File: config.mk
export PLATFORM = sky130hd
export DESIGN_NAME = quadrature_decoder_with_miss_lock
export DESIGN_NICKNAME = d
export VERILOG_FILES = /design/src/qdml_pkg.sv /design/src/qdml_core.sv /design/src/quadrature_decoder_with_miss_lock.sv
export SDC_FILE = /design/constraint.sdc
export NUM_CORES = 1
export LEC_CHECK = 0
export ABC_AREA = 1
export BUFFER_PORTS_ARGS = -buffer_cell sky130_fd_sc_hd__buf_2
export CAP_MARGIN = 25
export CORE_MARGIN = 5
export CORE_UTILIZATION = 30
export CTS_BUF_LIST = sky130_fd_sc_hd__clkbuf_4 sky130_fd_sc_hd__clkbuf_8 sky130_fd_sc_hd__clkbuf_16
export DETAILED_ROUTE_END_ITERATION = 8
export GPL_TIMING_DRIVEN = 0
export SYNTH_ARGS = -nofsm -noshare
export SYNTH_HDL_FRONTEND = slang
export SYNTH_SLANG_ARGS = --single-unit
File: constraint.sdc
create_clock -name clk -period 3.21 [get_ports clk]
set_clock_uncertainty 0.15 [all_clocks]
set_input_delay 0.642 -clock clk [delete_from_list [all_inputs] [get_ports clk]]
set_output_delay 0.642 -clock clk [all_outputs]
set_load 0.1 [all_outputs]
File: src/qdml_pkg.sv
// Shared types, codes and phase map for the quadrature decoder with miss lock.
package qdml_pkg;

	localparam int MissWidth = 16;
	localparam int PosWidth  = 32;

	localparam logic [1:0] STEP_NONE    = 2'd0;
	localparam logic [1:0] STEP_FWD     = 2'd1;
	localparam logic [1:0] STEP_BACK    = 2'd2;
	localparam logic [1:0] STEP_ILLEGAL = 2'd3;

	localparam logic KIND_SAMPLE = 1'b0;
	localparam logic KIND_CLEAR  = 1'b1;

	localparam logic [MissWidth-1:0] MISS_MAX = '1;

	typedef struct packed {
		logic [1:0]           last_phase;
		logic                 primed;
		logic [PosWidth-1:0]  rotation;
		logic [MissWidth-1:0] miss;
		logic                 lost;
	} qdml_state_t;

	// Gray order 00,01,11,10 -> 0,1,2,3
	function automatic logic [1:0] phase_of(input logic a, input logic b);
		logic [1:0] ph;
		unique case ({a, b})
			2'b00: ph = 2'd0;
			2'b01: ph = 2'd1;
			2'b11: ph = 2'd2;
			2'b10: ph = 2'd3;
			default: ph = 2'd0;
		endcase
		return ph;
	endfunction

endpackage

File: src/qdml_core.sv
// Next-state and step classification for one decoder word.
module qdml_core
	import qdml_pkg::*;
(
	input  qdml_state_t          cur,
	input  logic                 kind,
	input  logic                 signal_a,
	input  logic                 signal_b,
	input  logic [MissWidth-1:0] allowed,
	output qdml_state_t          nxt,
	output logic [1:0]           step
);

	logic [1:0]           ph;
	logic [1:0]           ph_fwd;
	logic [1:0]           ph_back;
	logic [MissWidth-1:0] miss_new;

	assign ph      = phase_of(signal_a, signal_b);
	assign ph_fwd  = cur.last_phase + 2'd1;
	assign ph_back = cur.last_phase - 2'd1;

	always_comb begin
		nxt      = cur;
		step     = STEP_NONE;
		miss_new = cur.miss;
		if (kind == KIND_CLEAR) begin
			nxt.lost = 1'b0;
		end else if (!cur.lost) begin
			if (!cur.primed) begin
				nxt.primed     = 1'b1;
				nxt.last_phase = ph;
			end else if (ph != cur.last_phase) begin
				if (ph == ph_fwd) begin
					nxt.rotation = cur.rotation + PosWidth'(1);
					miss_new     = '0;
					step         = STEP_FWD;
				end else if (ph == ph_back) begin
					nxt.rotation = cur.rotation - PosWidth'(1);
					miss_new     = '0;
					step         = STEP_BACK;
				end else begin
					if (cur.miss != MISS_MAX)
						miss_new = cur.miss + MissWidth'(1);
					step = STEP_ILLEGAL;
				end
				nxt.miss       = miss_new;
				nxt.lost       = (miss_new > allowed);
				nxt.last_phase = ph;
			end
		end
	end

endmodule

File: src/quadrature_decoder_with_miss_lock.sv
// Top level: x4 quadrature decoder with miss counter and sticky lost-track lock.
//
//  channel | direction | handshake            | payload
//  --------+-----------+----------------------+-------------------------------
//  in      | input     | in_valid / in_ready  | kind, signal_a, signal_b
//  out     | output    | out_valid / out_ready| position, step, lost_track
//  cfg     | input     | cfg_we (no wait)     | cfg_wdata -> allowed_misses
//
//  One word per cycle unless out_ready stalls; out_valid is the result valid.
//  Input register, then decode and state update into the result register.
//  A stalled result register holds; the input register still takes one word.
//  arst_n clears state, allowed_misses and both valid flags.
module quadrature_decoder_with_miss_lock
	import qdml_pkg::*;
(
	input  logic                 clk,
	input  logic                 arst_n,
	input  logic                 in_valid,
	output logic                 in_ready,
	input  logic                 kind,
	input  logic                 signal_a,
	input  logic                 signal_b,
	output logic                 out_valid,
	input  logic                 out_ready,
	output logic [PosWidth-1:0]  position,
	output logic [1:0]           step,
	output logic                 lost_track,
	input  logic                 cfg_we,
	input  logic [MissWidth-1:0] cfg_wdata
);

	logic                 valid_s1;
	logic                 kind_s1;
	logic                 a_s1;
	logic                 b_s1;
	logic                 valid_s2;
	logic [PosWidth-1:0]  position_s2;
	logic [1:0]           step_s2;
	logic                 lost_s2;
	logic [MissWidth-1:0] allowed_q;
	qdml_state_t          state_q;
	qdml_state_t          state_nxt;
	logic [1:0]           step_nxt;
	logic                 adv_s2;

	assign adv_s2   = !valid_s2 || out_ready;
	assign in_ready = !valid_s1 || adv_s2;

	qdml_core u_core (
		.cur      (state_q),
		.kind     (kind_s1),
		.signal_a (a_s1),
		.signal_b (b_s1),
		.allowed  (allowed_q),
		.nxt      (state_nxt),
		.step     (step_nxt)
	);

	always_ff @(posedge clk or negedge arst_n) begin
		if (!arst_n) begin
			allowed_q <= '0;
		end else if (cfg_we) begin
			allowed_q <= cfg_wdata;
		end
	end

	always_ff @(posedge clk or negedge arst_n) begin
		if (!arst_n) begin
			valid_s1 <= 1'b0;
			valid_s2 <= 1'b0;
			state_q  <= '0;
		end else begin
			if (in_ready)
				valid_s1 <= in_valid;
			if (adv_s2) begin
				valid_s2 <= valid_s1;
				if (valid_s1)
					state_q <= state_nxt;
			end
		end
	end

	always_ff @(posedge clk) begin
		if (in_valid && in_ready) begin
			kind_s1 <= kind;
			a_s1    <= signal_a;
			b_s1    <= signal_b;
		end
		if (adv_s2 && valid_s1) begin
			position_s2 <= state_nxt.rotation;
			step_s2     <= step_nxt;
			lost_s2     <= state_nxt.lost;
		end
	end

	assign out_valid  = valid_s2;
	assign position   = position_s2;
	assign step       = step_s2;
	assign lost_track = lost_s2;

endmodule

==> impl_metrics.py <==
metrics = {
    "grt": {
        "grt_usage_pct": 13.8,
        "met3_usage_pct": 2.49,
        "grt_pass1_vias": 5657,
        "antenna_found_initial": 0,
        "grt_first_pass_wirelength_mm": 29.0,
        "use_met2_pct": 21.4,
        "top_usage_layer": "met2",
        "grt_max_degree": 56,
        "use_met1_pct": 19.3,
        "grt-ovfl-total": 0,
    },
    "hold_path": {
        "min-delay-start": "signal_b",
        "hold_class": "in -> reg",
        "min_path_cells": 1,
    },
    "logic_synthesis": {
        "yosys.area_share.simple_pct": 33.9,
        "synthXorXnorAreaFrac_pct": 1.31,
        "synthAdderAreaFrac_pct": 4.11,
        "synth_seq_cells": 108,
        "async_flop_share_pct": 64.8,
        "ys_top_cells_by_count": "299 x nand2_1, 123 x inv_1, 80 x nor2_1, 79 x nand3_1, 70 x dfrtp_1",
        "syn_avg_cell_area_um2": 7.31,
        "synthMuxAreaShare_pct": 0.168,
        "synth_compound_area_share_pct": 8.46,
        "synth_most_common_cell": "nand2_1",
        "syn_nets": 962,
        "yosysUniqueCellTypes": 44,
        "ys.flop_type": "dfrtp_1",
        "netlist.area_leader.share_pct": 26.2,
        "synthTopCellsByArea": "dfrtp_1 26%, edfxtp_1 17%, nand2_1 17%, inv_1 6.9%, nand3_1 5.9%",
        "synth_top_family_by_area": "simple AND/OR/NAND/NOR gates",
        "netlist_area_um2": 6700,
        "yosysSeqAreaShare_pct": 43.2,
        "synth_area_leader_cell": "dfrtp_1",
        "yosysWarnings": 0,
        "netlist_instances": 916,
        "synth_edf_count": 38,
    },
    "power_and_ir_drop": {
        "powerDensity_nw_per_um2": 898,
        "sw_frac_of_total_pct": 52.3,
        "pwr-share-seq_pct": 32.0,
        "combPwrFrac_pct": 52.1,
        "leakagePower_uw": 0.00389,
        "p_int_uw": 3350,
        "ir_drop_uv": 353,
        "switchingPower_uw": 3670,
        "pwr-share-clk_pct": 15.9,
    },
    "setup_path": {
        "arrival_ps": 3050,
        "cp-startpoint": "state_q[2]",
        "cpMaxStageDelayCell": "dfrtp_1",
        "start_kind": "register",
        "crit_chain": "ha_4 -> nand3_4 -> nor3_4 -> nand2_2 -> nor2_4 -> nand2_2 -> buf_6 -> o211ai_1 -> inv_1 -> ha_1 -> a21oi_1 -> o21ai_1 -> nand2_1 -> nand2_1 -> nand2_1 -> nand2_1 -> nand2_1 -> nand2_1 -> nand3_1 -> o21ai_0",
        "rr_worst_depth": 20,
        "path_common_cell": "nand2_1",
        "crit_fanout": 10,
        "critPathMaxStageDelay_ps": 410,
        "required_ps": 3290,
        "regToRegStartpoint": "state_q[2]",
        "endpoint_kind": "register",
        "path_class": "reg -> reg",
    },
    "placement": {
        "dp_cells": 1258,
        "post-place-ws_ps": -18.0,
        "portBuffers": 60,
        "hpwl_mm": 13.1,
        "place_area_um2": 7400,
        "gp_congestion": 0.916,
    },
    "sta": {
        "setup_viol": 0,
        "fin_crit_ps": 2970,
        "setup_slack_ps": 239,
        "finalMaxSlewViolations": 0,
        "hold_viol_final": 0,
        "slew_headroom_pct": 51.5,
        "hold_ws_ps": 299,
        "max_slew.worst_pin.slew_ps": 721,
        "fmax_ghz": 0.337,
        "fin_crit_sh_pct": 92.6,
        "setup_tns_ps": 0,
    },
    "finish": {
        "area_growth_syn_to_layout_pct": 16.7,
        "nets": 1041,
        "fill_cells": 2382,
        "multiInputGateArea_um2": 3270,
        "drive_gt1_share_pct": 13.4,
        "finalInstanceArea_um2": 7810,
        "instances_no_fill": 1280,
        "diodes": 0,
        "regArea_um2": 2890,
    },
    "clocking": {
        "cts_max_path_buffers": 2,
        "clock-root-buffer": "clkbuf_16",
        "clkTransAtPathRegs_ps": 80,
        "numCtsBuffers": 9,
        "clkSinkCount": 108,
        "clkLatencyLatePin_ps": 360,
        "tritoncts": "done",
        "cts-htree-levels": 3,
    },
    "routing": {
        "viasPerCell": 4.71,
        "ant_nets": 0,
        "totalWireLength_mm": 17.6,
        "first_iter_violations": 492,
        "drc": 0,
        "vias": 6029,
        "drt_pre_antenna_iters": 5,
        "wl_per_cell_um": 13.7,
    },
    "floorplan": {
        "ios": 61,
        "rows": 54,
        "dieArea_um2": 25400,
        "fp.dieW_um": 159,
        "die_y_um": 159,
        "core_um2": 21900,
        "start_util_pct": 30.6,
    },
    "flow_run": {
        "drv_cap": 0,
    },
    "outcome": {
        "status": "completed",
    },
}
critical path: cells and delay by family, from the launching register on:
| kind | cells | cell delay [ps] |
|---|---|---|
| and+or+nand+nor | 12 | 1040 |
| AOI/OAI and AO/OA | 4 | 520 |
| adders and majority gates | 2 | 460 |
| buffers and inverters | 2 | 240 |
| DFF | 1 | 410 |
flip-flops by register name (all words and copies together), names as in the netlist:
name / flops
step: 2
kind_s1: 1
out_valid: 1
a_s1: 1
position: 32
allowed_q: 16
valid_s1: 1
lost_track: 1
state_q: 52
b_s1: 1
area by class of cell:
cell class	instances	share of cell area, %
Buffer	21	1.54
Clock buffer	9	2.88
Clock inverter	7	0.849
Inverter	127	6.13
Multi-Input combinational cell	659	41.9
Sequential cell	108	37.0
Tap cell	280	4.48
Timing Repair Buffer	69	5.19
worst paths after layout:
| check | end | slack (ps) |
|---|---|---|
| setup reg to reg | state_q[0] | 240 |
| hold reg to reg | out_valid | 360 |
| hold / removal | b_s1 | 300 |
| min in group asynchronous | allowed_q[12] | 550 |
| setup / recovery | state_q[0] | 240 |
| max in group asynchronous | state_q[41] | 1790 |
layout by cell type, fill, tap and decap left out, types with 2 or more instances in the layout:
cell | synthesis | routed
a21oi_1 | 15 | 15
a21oi_2 | 2 | 2
and2_1 | 8 | 8
buf_2 | 6 | 64
buf_4 | 3 | 10
buf_6 | 2 | 3
clkbuf_1 | 9 | 8
clkbuf_16 | 0 | 9
dfrtp_1 | 70 | 70
edfxtp_1 | 38 | 38
ha_1 | 22 | 21
inv_1 | 123 | 122
inv_2 | 3 | 4
inv_4 | 1 | 3
inv_6 | 0 | 2
nand2_1 | 299 | 298
nand2_2 | 6 | 3
nand2_4 | 0 | 4
nand3_1 | 79 | 78
nand3b_1 | 2 | 2
nand4_1 | 23 | 23
nor2_1 | 80 | 77
nor2_2 | 4 | 7
nor2_4 | 2 | 2
nor2_8 | 2 | 2
nor3_1 | 9 | 9
o211ai_1 | 5 | 5
o21a_1 | 2 | 2
o21ai_0 | 50 | 49
o21ai_1 | 21 | 22
or2_1 | 2 | 2
or2_2 | 3 | 3
xnor2_1 | 2 | 2
xor2_1 | 8 | 8
per-layer routing:
layer,vias to the layer above,routed length (um)
li1,3103,-
met1,2755,8570
met2,151,7880
met3,20,811
met4,0,295
met5,-,0
timing repair:
item                       CTS  global route
pin swaps                    0             3
setup buffers                0             6
hold endpoints to repair    15             0
setup endpoints to repair    2             2
gates resized for setup      2            17
hold buffers                 1             0
power by group through the flow:
stage,Clock [uW],Sequential (uW),Combinational [uW]
finish,1120,2250,3650
global route,1200,2300,4060
CTS,1150,2240,3590
detailed placement,0,2260,3570
global placement,0,2270,3520
floorplan,0,3090,1900
through the flow:
step / power (uW) / utilization (%)
after floorplan: 4990 / -
final: 7020 / 35.7
after CTS: 6970 / 35.2
after global placement: 5790 / 33.6
after detailed placement: 5840 / 33.8
after global routing: 7560 / 35.7
kinds of logic after synthesis:
group,after synthesis
buffers and inverters,149
adder cells (fa/ha/maj),22
flip-flops,108
multiplexers,1
AND/OR/NAND/NOR,523
AO/OA/AOI/OAI,103
XOR/XNOR,10
No activity file was read; power rests on OpenSTA's default activity.
